[src/rtl/core/lse_pkg.sv]
// ----------------------------------------------------------------------------
// lse_pkg
// Shared types, register indexes and bound precompute for the LSB embedder.
// ----------------------------------------------------------------------------
package lse_pkg;

  localparam int CFG_IDX_W  = 3;
  localparam int CFG_DATA_W = 64;

  // Configuration register indexes
  localparam logic [CFG_IDX_W-1:0] REG_PASS_LEN = 3'd0;
  localparam logic [CFG_IDX_W-1:0] REG_PASS_W0  = 3'd1;
  localparam logic [CFG_IDX_W-1:0] REG_PASS_W1  = 3'd2;
  localparam logic [CFG_IDX_W-1:0] REG_MSG_LEN  = 3'd3;
  localparam logic [CFG_IDX_W-1:0] REG_IMG_LEN  = 3'd4;
  localparam logic [CFG_IDX_W-1:0] REG_SIG_WORD = 3'd5;

  // Input transaction kinds
  typedef enum logic {OP_LOAD = 1'b0, OP_COVER = 1'b1} lse_op_t;

  localparam logic [4:0]  PASS_MAX    = 5'd16;
  localparam logic [31:0] SIG_BYTES   = 32'd56;
  localparam logic [5:0]  SIG_TOP_BIT = 6'd55;
  localparam logic [7:0]  LEN_FIELD   = 8'd32;
  localparam logic [7:0]  LSB_CLEAR   = 8'hFE;

  // Reset values of the registers
  localparam logic [30:0] RST_MSG_LEN  = 31'd1;
  localparam logic [31:0] RST_IMG_LEN  = 32'd1;
  localparam logic [55:0] RST_SIG_WORD = 56'h4D696B6861696C;

  // Register contents plus bounds derived from them at write time
  typedef struct packed {
    logic [127:0] pw;         // password bytes, byte 0 in the top bits
    logic [55:0]  sig;        // signature bits, first byte on top
    logic [30:0]  msg_len;
    logic [31:0]  img_len;
    logic [4:0]   pw_len;     // already clamped to PASS_MAX
    logic [7:0]   pass_end;   // first position of the length field
    logic [7:0]   len_end;    // first position of the message bits
    logic [33:0]  msg_end;    // first position after the payload
    logic [31:0]  sig_start;  // first position of the signature
    logic         sig_en;     // image long enough to hold a signature
    logic [31:0]  last_pos;
    logic         ovf;        // payload does not fit in the image
  } lse_cfg_t;

  // One embedding result
  typedef struct packed {
    logic [7:0]  stego;
    logic        last;
    logic        ovf;
    logic [31:0] pos_nxt;
  } lse_res_t;

  // Fill the derived bounds from the raw register fields
  function automatic lse_cfg_t lse_derive(input lse_cfg_t c);
    lse_cfg_t d;
    d           = c;
    d.pass_end  = {c.pw_len + 5'd1, 3'b000};
    d.len_end   = d.pass_end + LEN_FIELD;
    d.msg_end   = 34'(d.len_end) + {c.msg_len, 3'b000};
    d.sig_start = c.img_len - SIG_BYTES;
    d.sig_en    = (c.img_len >= SIG_BYTES);
    d.last_pos  = c.img_len - 32'd1;
    d.ovf       = (d.msg_end > {2'b00, c.img_len});
    return d;
  endfunction

endpackage

[src/rtl/core/lse_cfg_regs.sv]
// ----------------------------------------------------------------------------
// lse_cfg_regs
// Configuration register file; recomputes payload and signature bounds on
// every write so the datapath only compares.
// ----------------------------------------------------------------------------
module lse_cfg_regs (
  input  logic                           clk,
  input  logic                           rst_n,
  input  logic                           wr_en,
  input  logic [lse_pkg::CFG_IDX_W-1:0]  wr_idx,
  input  logic [lse_pkg::CFG_DATA_W-1:0] wr_data,
  output lse_pkg::lse_cfg_t              cfg
);
  import lse_pkg::*;

  lse_cfg_t cfg_r;
  lse_cfg_t raw_nxt;
  lse_cfg_t cfg_nxt;
  lse_cfg_t cfg_rst;

  // Reset contents with their bounds
  always_comb begin
    cfg_rst          = '0;
    cfg_rst.msg_len  = RST_MSG_LEN;
    cfg_rst.img_len  = RST_IMG_LEN;
    cfg_rst.sig      = RST_SIG_WORD;
    cfg_rst          = lse_derive(cfg_rst);
  end

  // Decode the write and refresh the bounds
  always_comb begin
    raw_nxt = cfg_r;
    if (wr_en) begin
      unique case (wr_idx)
        REG_PASS_LEN: begin
          raw_nxt.pw_len = (wr_data[4:0] > PASS_MAX) ? PASS_MAX : wr_data[4:0];
        end
        REG_PASS_W0:  raw_nxt.pw[127:64] = wr_data;
        REG_PASS_W1:  raw_nxt.pw[63:0]   = wr_data;
        REG_MSG_LEN:  raw_nxt.msg_len    = wr_data[30:0];
        REG_IMG_LEN:  raw_nxt.img_len    = wr_data[31:0];
        REG_SIG_WORD: raw_nxt.sig        = wr_data[55:0];
        default: ;
      endcase
    end
    cfg_nxt = lse_derive(raw_nxt);
  end

  always_ff @(posedge clk) begin
    if (!rst_n) begin
      cfg_r <= cfg_rst;
    end else begin
      cfg_r <= cfg_nxt;
    end
  end

  assign cfg = cfg_r;

endmodule

[src/rtl/core/lse_embed.sv]
// ----------------------------------------------------------------------------
// lse_embed
// Per-byte datapath: picks the payload or signature bit for the current
// position and flags the last byte of the image.
// ----------------------------------------------------------------------------
module lse_embed (
  input  lse_pkg::lse_cfg_t cfg,
  input  logic [31:0]       pos,
  input  logic [7:0]        cover_byte,
  input  logic [7:0]        held_msg,
  output lse_pkg::lse_res_t res
);
  import lse_pkg::*;

  logic [7:0]  pl8;
  logic [31:0] ml32;
  logic [6:0]  q;
  logic [4:0]  r;
  logic [5:0]  sidx;
  logic        in_len_byte;
  logic        in_pass;
  logic        in_len;
  logic        in_msg;
  logic        in_sig;
  logic        pbit;
  logic        sbit;
  logic        last;

  always_comb begin
    pl8  = {3'b000, cfg.pw_len};
    ml32 = {1'b0, cfg.msg_len};
    // Offsets inside each field; the password and length fields start on multiples of eight
    q    = pos[6:0] - 7'd8;
    r    = pos[4:0] - cfg.pass_end[4:0];
    sidx = SIG_TOP_BIT - (pos[5:0] - cfg.sig_start[5:0]);

    in_len_byte = (pos[31:3] == '0);
    in_pass     = (pos < 32'(cfg.pass_end));
    in_len      = (pos < 32'(cfg.len_end));
    in_msg      = ({2'b00, pos} < cfg.msg_end);
    in_sig      = cfg.sig_en && (pos < cfg.img_len) && (pos >= cfg.sig_start);

    // Payload bit, most significant bit of each field first
    if (in_len_byte) begin
      pbit = pl8[~pos[2:0]];
    end else if (in_pass) begin
      pbit = cfg.pw[~q];
    end else if (in_len) begin
      pbit = ml32[~r];
    end else begin
      pbit = held_msg[~pos[2:0]];
    end
    sbit = cfg.sig[sidx];

    // Signature overrides the payload
    if (in_sig) begin
      res.stego = (cover_byte & LSB_CLEAR) | {7'd0, sbit};
    end else if (in_msg) begin
      res.stego = (cover_byte & LSB_CLEAR) | {7'd0, pbit};
    end else begin
      res.stego = cover_byte;
    end

    last        = (pos == cfg.last_pos);
    res.last    = last;
    res.ovf     = last && cfg.ovf;
    res.pos_nxt = last ? 32'd0 : pos + 32'd1;
  end

endmodule

[src/rtl/core/lsb_stego_embedder.sv]
// ----------------------------------------------------------------------------
// lsb_stego_embedder
// Streams cover bytes and embeds a password/message payload and a trailing
// signature in their least significant bits.
// ----------------------------------------------------------------------------
// One transaction per clock while results drain: an input register feeds a
// single compare-and-select stage into an output register, so cover bytes and
// message loads both sustain one per cycle while the result channel takes its
// output. The per-byte path is a handful of position compares against bounds
// that the configuration block precomputes on every register write. Load
// each message byte ahead of its eight cover bytes. The input keeps
// accepting while a result waits, until both stages are full.
module lsb_stego_embedder (
  input  logic                           clk,
  input  logic                           rst_n,
  // input channel
  input  logic                           in_tvalid,
  output logic                           in_tready,
  input  logic [15:0]                    in_tdata,   // [7:0] cover_byte, [15:8] message_byte
  input  logic                           in_tuser,   // [0] operation
  // result channel
  output logic                           out_tvalid,
  input  logic                           out_tready,
  output logic [7:0]                     out_tdata,  // [7:0] stego_byte
  output logic                           out_tlast,  // last_byte
  output logic                           out_tuser,  // [0] overflow
  // configuration write channel
  input  logic                           cfg_valid,
  output logic                           cfg_ready,
  input  logic [lse_pkg::CFG_IDX_W-1:0]  cfg_index,
  input  logic [lse_pkg::CFG_DATA_W-1:0] cfg_data
);
  import lse_pkg::*;

  lse_cfg_t    cfg;
  lse_res_t    res;

  logic        s1_v_r;
  logic        s1_op_r;
  logic [7:0]  s1_cover_r;
  logic [7:0]  s1_msg_r;
  logic [31:0] pos_r;
  logic [7:0]  held_r;
  logic        out_v_r;
  logic [7:0]  out_byte_r;
  logic        out_last_r;
  logic        out_ovf_r;
  logic        s1_adv;
  logic        s1_emit;

  assign cfg_ready = 1'b1;

  lse_cfg_regs u_cfg (
    .clk     (clk),
    .rst_n   (rst_n),
    .wr_en   (cfg_valid && cfg_ready),
    .wr_idx  (cfg_index),
    .wr_data (cfg_data),
    .cfg     (cfg)
  );

  lse_embed u_embed (
    .cfg        (cfg),
    .pos        (pos_r),
    .cover_byte (s1_cover_r),
    .held_msg   (held_r),
    .res        (res)
  );

  // Advance the input stage; loads never need the output slot
  assign s1_emit   = s1_v_r && (s1_op_r != OP_LOAD);
  assign s1_adv    = s1_v_r && ((s1_op_r == OP_LOAD) || !out_v_r || out_tready);
  assign in_tready = !s1_v_r || s1_adv;

  // Control state
  always_ff @(posedge clk) begin
    if (!rst_n) begin
      s1_v_r  <= 1'b0;
      out_v_r <= 1'b0;
      pos_r   <= '0;
      held_r  <= '0;
    end else begin
      if (in_tready) begin
        s1_v_r <= in_tvalid;
      end
      if (s1_adv && s1_emit) begin
        out_v_r <= 1'b1;
        pos_r   <= res.pos_nxt;
      end else if (out_tready) begin
        out_v_r <= 1'b0;
      end
      if (s1_adv && !s1_emit) begin
        held_r <= s1_msg_r;
      end
    end
  end

  // Payload registers
  always_ff @(posedge clk) begin
    if (in_tready && in_tvalid) begin
      s1_op_r    <= in_tuser;
      s1_cover_r <= in_tdata[7:0];
      s1_msg_r   <= in_tdata[15:8];
    end
    if (s1_adv && s1_emit) begin
      out_byte_r <= res.stego;
      out_last_r <= res.last;
      out_ovf_r  <= res.ovf;
    end
  end

  assign out_tvalid = out_v_r;
  assign out_tdata  = out_byte_r;
  assign out_tlast  = out_last_r;
  assign out_tuser  = out_ovf_r;

`ifndef SYNTH
  // Overflow is only ever reported on the last byte
  a_ovf_on_last: assert property (@(posedge clk) disable iff (!rst_n)
    (out_tvalid && out_tuser) |-> out_tlast)
    else $error("overflow flagged off the last byte");

  // Position restarts after the last byte
  a_pos_wrap: assert property (@(posedge clk) disable iff (!rst_n)
    (s1_adv && s1_emit && res.last) |=> (pos_r == 32'd0))
    else $error("position did not restart after last byte");

  // Position steps by one on every cover byte but the last
  a_pos_step: assert property (@(posedge clk) disable iff (!rst_n)
    (s1_adv && s1_emit && !res.last) |=> (pos_r == 32'($past(pos_r) + 32'd1)))
    else $error("position did not advance");

  // Message loads leave the position alone
  a_load_keeps_pos: assert property (@(posedge clk) disable iff (!rst_n)
    (s1_adv && !s1_emit) |=> $stable(pos_r))
    else $error("message load moved the position");
`endif

endmodule
[config.mk]
export PLATFORM = sky130hd
export DESIGN_NAME = lsb_stego_embedder
export DESIGN_NICKNAME = d
export VERILOG_FILES = /design/src/rtl/core/lse_pkg.sv /design/src/rtl/core/lse_cfg_regs.sv /design/src/rtl/core/lse_embed.sv /design/src/rtl/core/lsb_stego_embedder.sv
export SDC_FILE = /design/constraint.sdc
export NUM_CORES = 1
export LEC_CHECK = 0
export ABC_AREA = 1
export ABC_CLOCK_PERIOD_IN_PS = 13100
export BUFFER_PORTS_ARGS = -buffer_cell sky130_fd_sc_hd__buf_4
export CAP_MARGIN = 20
export CORE_MARGIN = 10
export CORE_UTILIZATION = 45
export DETAILED_ROUTE_END_ITERATION = 8
export GPL_TIMING_DRIVEN = 0
export HOLD_SLACK_MARGIN = 0.06
export PLACE_DENSITY = 0.61
export SLEW_MARGIN = 15
export SYNTH_ARGS = -nofsm -noshare
export SYNTH_HDL_FRONTEND = slang
export SYNTH_SLANG_ARGS = --single-unit
[constraint.sdc]
create_clock -name clk -period 13.1 [get_ports clk]
set_input_delay 2.62 -clock clk [delete_from_list [all_inputs] [get_ports clk]]
set_output_delay 2.62 -clock clk [all_outputs]
set_load 0.01 [all_outputs]
[After elaboration in Yosys (flattened, before gate mapping)]
Index checks and enable logic that the tools add are counted.
Operators by class
  bitwise logic cells: 6
  add/subtract/negate cells: 10
  $lt $le $gt $ge: 12
  equality and inequality tests: 6
  muxes and demuxes: 23
  reduce and logical (&&, ||, !) cells: 20
Operators by type and width (number)
  $mux W68: 1
  $lt A32 B8 Y1: 2
  $mux W32: 2
  $add A8 B34 Y34: 1
  $gt A34 B32 Y1: 1
  $lt A32 B34 Y1: 1
  $add A32 B1 Y32 const B: 1
  $eq A32 B32 Y1: 1
  $ge A32 B32 Y1: 1
  $ge A32 B6 Y1 const B: 1
  $lt A32 B32 Y1: 1
  $sub A32 B1 Y32 const B: 1
  $sub A32 B6 Y32 const B: 1
  $mux W31: 1
  $logic_not A29 Y1: 1
  $mux W8: 2
  $or A8 B1 Y8: 2
  $mux W1: 10
  $mux W5: 2
  $add A8 B6 Y8 const B: 1
  $logic_and A1 B1 Y1: 8
  $lt A7 B8 Y1 const B: 1
  $bmux W1 S7: 1
  $lt A6 B7 Y1 const B: 1
  other kinds (23): 32
Storage, ports and cells
  output and inout bits: 13
  logic and storage cells: 101
  input bits: 89
  register bits: 437

[Logic depth before layout (Yosys ltp)]
Gate-level depths: netlist (run 1).
  depth after elaboration: 10
  depth in mapped cells: 37
  mapped depth without buffers: 37

[Hierarchy]
From an unflattened synthesis (run 1), not the netlist that was laid out.
Second synthesis, totals
  cell total of the unflattened synthesis: 3564
  area total of the unflattened synthesis: 24561.1 µm²
By module, submodules not included
  lse_cfg_regs: cells an instance 1943, sequential area each 7086.8 µm², area an instance 14640.3 µm², instances 1
  lse_embed: cells an instance 1333, sequential area each 0.0 µm², area an instance 7223.2 µm², instances 1
  lsb_stego_embedder: cells an instance 288, sequential area each 1651.6 µm², area an instance 2697.6 µm², instances 1

[Least setup slack after synthesis (run 1)]
Ideal clock, no wire load.
  path type: input port to flip-flop
  start: in cfg_valid
  end: reg u_cfg.cfg_r, in the netlist u_cfg.cfg[0]
  library setup time: 0.130 ns
  data required time: 12.970 ns
  stages on the path: 34
  path buffers: 0
  setup slack: 6.287 ns
  arrival time: 6.683 ns
  path through: inv_1 -> nor2_1 -> nand2_1 -> nand2_1 -> a21boi_0 -> inv_1 -> ha_1 -> or2_2 -> nand2_1 -> inv_1 -> ha_1 -> ha_1 -> a21oi_1 -> o21ai_0 -> nand2_2 -> nor2_4 -> inv_2 -> nor3_4 -> nand2_1 -> xnor2_1 -> inv_1 -> ha_1 -> nand2_1 -> inv_1 -> nand4_1 -> inv_1 -> nand2_1 -> nand2_1 -> nand2_1 -> nand2_1 -> nand2_1 -> nand2_1 -> nand2_1 -> nand3_1
RTL lines
  start, declared: line lsb_stego_embedder.sv:28  | input logic cfg_valid,
  end signal, assigned: line lse_cfg_regs.sv:51  | cfg_r <= cfg_rst;
  end signal, assigned: line lse_cfg_regs.sv:53  | cfg_r <= cfg_nxt;
  end, declared: line lse_cfg_regs.sv:16  | lse_cfg_t cfg_r;

==> results of run 1 <==
==> Yosys cell counts (all sizes together) (7+ instances only) <==
cell type  number
a21oi         181
nor4           21
o21a           12
nand2         522
clkinv          7
mux2i          11
or2            27
nand4          46
xor2           36
nor3b          10
clkbuf         99
o221ai         15
o21ai         365
buf            33
nor3           50
o211ai          9
inv           415
ha            150
dfxtp         396
nor2          568
xnor2          26
nand3         167
edfxtp         27
==> sequential cells by signal, indices dropped and copies added (netlist names) <==
register and flops:
held_r 8, out_tlast 1, s1_v_r 1, u_cfg.cfg 354
out_tdata 8, out_tvalid 1, pos_r 32, s1_cover_r 8
s1_op_r 1, s1_msg_r 8, out_tuser 1
==> layout make-up <==
class / count / share of cell area, %
clock buffer: 71 / 5.426
buffer: 132 / 2.185
multi-input combinational: 2250 / 45.91
tap: 672 / 3.213
antenna: 1 / 0.009562
inverter: 422 / 6.052
clock inverter: 21 / 0.9418
sequential: 423 / 33.39
timing repair buffer: 100 / 2.868
==> stage by stage <==
step / area (um^2) / cells
4_1_cts: 26170 / 4091
3_3_place_gp: 24500 / 3999
5_1_grt: 26170 / 4091
2_1_floorplan: 22910 / 3227
6_report: 26170 / 4092
3_5_place_dp: 24500 / 3999
==> how the worst max path moves through the flow <==
| stage | startpoint | to | slack (ps) | cells after the start |
|---|---|---|---|---|
| after floorplan | cfg_valid | u_cfg.cfg[0]$_SDFF_PN1_ | 6290 | 34 |
| after global placement | cfg_valid | u_cfg.cfg[0]$_SDFF_PN1_ | 5040 | 30 |
| after detailed placement | cfg_index[0] | u_cfg.cfg[0]$_SDFF_PN1_ | 4970 | 29 |
| after CTS | cfg_index[0] | u_cfg.cfg[0]$_SDFF_PN1_ | 5580 | 29 |
| after global routing | cfg_valid | u_cfg.cfg[0]$_SDFF_PN1_ | 5150 | 33 |
| final | cfg_valid | u_cfg.cfg[0]$_SDFF_PN1_ | 5480 | 30 |
==> power breakdown <==
part	internal [mW]	switching (mW)	total [mW]
Combinational	0.153	0.352	0.506
Sequential	1.36	0.0216	1.38
Clock	0.837	0.594	1.43
Total	2.35	0.968	3.32
==> logic make-up after synthesis <==
group	Yosys count	synth area share [%]
AO/OA/AOI/OAI	604	14.44
AND/OR/NAND/NOR	1419	26.65
buffers and inverters	554	9.411
XOR/XNOR	62	2.403
flip-flops	423	38.15
multiplexers	11	0.4807
other	1	0.01637
adder cells (fa/ha/maj)	153	8.455
==> routing by layer <==
metal  global-route usage, %  share of wire (%)  up-vias  wire, um
li1                        -                  -    10811         -
met5                       0                  0        -         0
met2                   43.74                 42     1125     38000
met3                   5.615                9.9      164      9029
met1                   41.52                 45    10684     40680
met4                   10.13                3.6        0      3265
==> layout by cell type (no fill, tap or decap), types with 6 or more instances in the layout <==
cell         n
buf_2       10
nand3_1    166
or2_2       25
inv_2       26
buf_1       13
o21ai_2     24
edfxtp_1    27
o21a_1      11
nor2_1     542
o21ai_1     34
clkbuf_8     9
o221ai_1    15
clkinv_2    11
o21ai_0    305
clkbuf_1   111
nand2_1    514
clkinv_1     9
nand2_2      7
nor2_2      20
nor3_1      44
nand4_1     45
o211ai_1     9
xnor2_1     26
nor4_1      17
nor3b_1      9
ha_1       150
dfxtp_1    396
clkbuf_16   50
buf_6        7
buf_4      103
inv_1      389
a21oi_1    180
nor2_4       6
xor2_1      35
mux2i_1     11
==> flow_summary.yaml, run 1 <==
outcome:
  status: "completed"
sta:
  worst_slack_ps: 5476
  setup_viol: 0
  holdWs_ps: 421.8
  relSlewSlack_pct: 24.06
  post-route-period-util_pct: 58.20
  tightestPinTransition_ps: 1139
  finalCriticalPeriod_ps: 7624
  hold_violations: 0
  rsz0062_at_grt: "no"
  fin_skew_ps: 26.88
  final.setup.tns_ps: 0
  slew_violations: 0
  max_freq_mhz: 131.2
global_routing:
  grt_pass1_wl_mm: 133.3
  grt_antenna_before_repair: 4
  grt_pass1_vias: 21321
  grt_util_all_layers_pct: 29.35
  grt_overflow: 0
  grt_max_degree: 19
synthesis:
  yosysTopAreaCell: "dfxtp_1"
  synth.area.top_cells: "dfxtp_1 35%, nor2_1 8.9%, nand2_1 8.4%, ha_1 8.2%, o21ai_0 6.7%"
  seq_area_frac_synth_pct: 38.15
  synth_top_flop_cell: "dfxtp_1"
  yosysWarningCount: 0
  async_reset_ff_share_pct: 0
  synth_fp_nets: 3469
  avgSynthCellArea_um2: 7.099
  synth_edf_count: 27
  syn_area_um2: 22910
  synth_cells: 3227
  yosysUniqueCellTypes: 64
  ys_seq_elements: 423
  synth_top_area_share_pct: 34.61
clock_tree:
  clk_pin_slew_ps: 60
  clk_latency_ps: 630
  ctsHoldBuffers: 0
  h-tree-depth: 2
  cts_buffers: 50
  cts_root_buf: "clkbuf_16"
  post_cts_resized: 0
  clock-sinks: 423
  post-cts-setup-buffers: 0
  clock_path_buffers: 3
  cts_tree: "built"
worst_setup_path:
  reg2regPathDepth: 26
  critical_path_buf_inv_count: 7
  crit_arrival_ps: 8070
  slowest_stage: "o21ai_0"
  crit_type: "primary input to register"
  reg2reg_from: "u_cfg.cfg[116]$_SDFF_PN0_"
  crit_family: "simple AND/OR/NAND/NOR gates"
  timing.rr.end: "u_cfg.cfg[0]$_SDFF_PN1_"
  start_kind: "primary input"
  max_stage_delay_ps: 510
  worstPathMaxFanout: 7
  rrSetupSlack_ps: 7740
  cp.required_ps: 13550
  cpMostUsedCell: "nand2_1"
  critPathCaptureType: "register"
pwr:
  power.total_mw: 3.318
  p_leak_nw: 11.92
  power_density_nw_per_um2: 126.8
  max-vdd-ir-drop_v: 0.0001056
placement:
  place_congestion: 1.000
  port_buffers: 100
  dp_slack_ps: 4975
  hpwlAfterDp_mm: 70.20
floorplanning:
  coreArea_um2: 50270
  num_rows: 82
  die_y_um: 245.6
  die_x_um: 245.6
  num_io_pins: 102
  start_util_pct: 45.57
  die-area_um2: 60330
route:
  drtAntennaViolNets: 0
  drtIter0Drc: 2473
  wl_per_cell_um: 22.23
  vias_per_cell: 5.568
  drcViolationCount: 0
  first_pass_iters: 6
  vias: 22784
  wl_mm: 90.98
run:
  cap_violations: 0
cells_and_area:
  final_layout_size_suffix_gt1_share_pct: 9.535
  final_net_count: 3621
  regArea_um2: 8738
  area_growth_pct: 14.24
  fillers: 4989
  multi_input_area_um2: 12020
  final_util_pct: 52.06
worst_hold_path:
  holdPathStages: 0
  hold_end: "out_tdata[6]$_DFFE_PP_"
  min_from: "s1_cover_r[6]$_DFFE_PP_"
  hold_path.class: "register to register"
(Power assumes the default switching activity.)
==> inputs of run 2 (changes only) <==
--- a/config.mk
+++ b/config.mk
@@ -5,8 +5,8 @@
 export SDC_FILE = /design/constraint.sdc
 export NUM_CORES = 1
 export LEC_CHECK = 0
-export ABC_AREA = 1
-export ABC_CLOCK_PERIOD_IN_PS = 13100
+export ABC_AREA = 0
+export ABC_CLOCK_PERIOD_IN_PS = 6200
 export BUFFER_PORTS_ARGS = -buffer_cell sky130_fd_sc_hd__buf_4
 export CAP_MARGIN = 20
 export CORE_MARGIN = 10
@@ -14,7 +14,7 @@
 export DETAILED_ROUTE_END_ITERATION = 8
 export GPL_TIMING_DRIVEN = 0
 export HOLD_SLACK_MARGIN = 0.06
-export PLACE_DENSITY = 0.61
+export PLACE_DENSITY = 0.64
 export SLEW_MARGIN = 15
 export SYNTH_ARGS = -nofsm -noshare
 export SYNTH_HDL_FRONTEND = slang
==> constraint.sdc (replaced) <==
create_clock -name clk -period 6.2 [get_ports clk]
set_input_delay 1.24 -clock clk [delete_from_list [all_inputs] [get_ports clk]]
set_output_delay 1.24 -clock clk [all_outputs]
set_load 0.01 [all_outputs]
==> flow_summary.yaml, run 2 <==
outcome:
  status: "complete, but fails checks"
  violations: "negative setup slack"
worst_hold_path:
  hold_path.class: "register to register"
  min_from: "s1_cover_r[4]$_DFFE_PP_"
  holdPathStages: 0
  hold_end: "out_tdata[4]$_DFFE_PP_"
worst_setup_path:
  reg2reg_from: "pos_r[1]$_SDFFE_PN0P_"
  start_kind: "primary input"
  crit_arrival_ps: 6610
  timing.rr.end: "out_tdata[0]$_DFFE_PP_"
  cp.required_ps: 6580
  critPathCaptureType: "register"
  worstPathMaxFanout: 9
  crit_type: "primary input to register"
  rrSetupSlack_ps: 530
  reg2regPathDepth: 12
route:
  wl_mm: 72.37
  vias: 18777
  drtAntennaViolNets: 0
  drcViolationCount: 0
  first_pass_iters: 5
  drtIter0Drc: 1444
  wl_per_cell_um: 21.82
  vias_per_cell: 5.661
floorplanning:
  die-area_um2: 57710
  die_y_um: 240.2
  num_io_pins: 102
  start_util_pct: 45.61
  num_rows: 80
  die_x_um: 240.2
  coreArea_um2: 47850
global_routing:
  busiest_layer: "met2"
  grt_antenna_before_repair: 0
  grt_util_all_layers_pct: 24.72
  grt_overflow: 0
  grtUsageMet3_pct: 3.710
  grtUsageMet2_pct: 41.71
  grt_max_degree: 18
  met1_usage_pct: 30.30
  grt_pass1_wl_mm: 108.8
  grt_pass1_vias: 18449
clock_tree:
  cts_buffers: 47
  cts_root_buf: "clkbuf_16"
  clock_path_buffers: 3
  h-tree-depth: 2
  clock-sinks: 423
  clk_pin_slew_ps: 60
  clk_latency_ps: 580
  cts_tree: "built"
synthesis:
  synth_top_family_by_area: "simple AND/OR/NAND/NOR gates"
  synth.top_cells.by_count: "530 x nand2_1, 396 x dfxtp_1, 227 x a21oi_1, 192 x nor2_1, 150 x ha_1"
  async_reset_ff_share_pct: 0
  synthSimpleGateAreaFrac_pct: 21.41
  synthMuxAreaShare_pct: 9.225
  synth.area.top_cells: "dfxtp_1 36%, nand2_1 9.1%, ha_1 8.6%, a21oi_1 5.2%, mux4_2 5.0%"
  yosysUniqueCellTypes: 72
  ys_seq_elements: 423
  synthXorXnorAreaFrac_pct: 6.421
  synth_fa_ha_area_share_pct: 8.875
  synth_fp_nets: 2767
  seq_area_frac_synth_pct: 40.04
  synth_top_area_share_pct: 36.33
  synth_compound_area_share_pct: 9.242
  synth_cells: 2525
  synth_top_flop_cell: "dfxtp_1"
  synth_edf_count: 27
  yosysWarningCount: 0
  yosysMostFrequentCell: "nand2_1"
  yosysTopAreaCell: "dfxtp_1"
  syn_area_um2: 21820
  avgSynthCellArea_um2: 8.643
sta:
  fin_skew_ps: 14.02
  worst_slack_ps: -28.36
  setup_viol: 1
  hold_violations: 0
  max_freq_mhz: 160.6
  relSlewSlack_pct: 26.54
  rsz0062_at_grt: "yes"
  post-route-period-util_pct: 100.5
  slew_violations: 0
  finalCriticalPeriod_ps: 6228
  final.setup.tns_ps: -28.36
  tightestPinTransition_ps: 1102
cells_and_area:
  final_net_count: 2908
  fin_cells: 3317
  largest_register_ffs: 354
  multi_input_area_um2: 12140
  regArea_um2: 8738
  fillers: 4522
  final_area_um2: 24950
  area_growth_pct: 14.34
  final_cell_mix: "530 x nand2_1, 396 x dfxtp_1, 224 x a21oi_1"
  diodes: 0
  layout_commonest_cell: "nand2_1"
  final_util_pct: 52.15
  final_layout_size_suffix_gt1_share_pct: 10.40
pwr:
  p_leak_nw: 10.22
  power_density_nw_per_um2: 259.2
  max-vdd-ir-drop_v: 0.0002401
placement:
  place_congestion: 0.9724
  port_buffers: 85
  place_inst: 3228
  hpwlAfterDp_mm: 55.86
  dpl-instance-area_um2: 23270
run:
  cap_violations: 0
[run 2: per-stage QoR]
stage	total power [mW]	setup slack (ps)	hold slack (ps)
finish	6.469	-28.36	417.5
global route	6.672	-271.0	422.6
CTS	6.488	35.50	419.1
detailed placement	3.698	-1827	405.6
global placement	3.681	-1634	400.7
floorplan	3.406	49.53	400.3
[run 2: cell families (layout without fill, tap and decap cells)]
group,count (synthesis),count (layout)
AND/OR/NAND/NOR,1039,1039
flip-flops,423,423
AO/OA/AOI/OAI,356,356
buffers and inverters,264,441
XOR/XNOR,160,160
adder cells (fa/ha/maj),153,153
multiplexers,129,129
other,1,1
[run 2: repair_timing]
item                                    4_1_cts  5_1_grt
endpoints found under the setup margin        2        2
hold buffers                                  0        0
resized for setup                            20        3
setup buffers                                 0        6
[run 2: power by group]
group | switching [mW] | total, mW | leakage, nW | internal, mW
registers | 0.0380 | 2.88 | 3.47 | 2.84
logic | 0.489 | 0.781 | 5.99 | 0.292
clock network | 1.15 | 2.81 | 0.758 | 1.66
[run 2: per-layer routing]
| metal | vias up | share of wire, % |
|---|---|---|
| met5 | - | 0 |
| met4 | 0 | 5.0 |
| met3 | 178 | 6.1 |
| met2 | 635 | 48 |
| met1 | 9085 | 41 |
| li1 | 8879 | - |
[run 2: worst max path at each step]
stage | startpoint | end | cells past startpoint
5_1_grt | cfg_index[0] | u_cfg.cfg[0]$_SDFF_PN1_ | 25
3_5_place_dp | cfg_index[2] | u_cfg.cfg[0]$_SDFF_PN1_ | 24
6_report | cfg_index[0] | u_cfg.cfg[0]$_SDFF_PN1_ | 25
3_3_place_gp | cfg_index[2] | u_cfg.cfg[0]$_SDFF_PN1_ | 24
2_1_floorplan | cfg_index[2] | u_cfg.cfg[0]$_SDFF_PN1_ | 27
4_1_cts | cfg_index[0] | u_cfg.cfg[0]$_SDFF_PN1_ | 25
[run 2: area by class of cell]
type                    instances  share of cell area [%]
multi-input cells            1838                   48.65
flip-flops and latches        423                   35.02
repair buffers                 94                   2.848
plain buffers                 133                   2.246
clock inverters                10                  0.3510
well taps                     615                   3.084
inverters                     129                   1.940
clock buffers                  75                   5.866
[run 2: worst max-delay path: stages]
cell	delay (ps)
buf_4	140
nand2b_1	150
or3_1	400
clkbuf_2	240
nor3b_1	280
a21oi_1	120
inv_1	80
ha_1	200
nor3b_1	240
xnor2_1	220
xor2_2	170
ha_2	420
nand2_1	110
o21ai_4	280
nor2b_4	280
nor2b_1	140
o21ai_0	80
a21boi_2	220
ha_1	320
nand4_1	100
or2_2	350
nor3_2	250
nand3_1	160
nand3_1	190
nand4bb_2	240
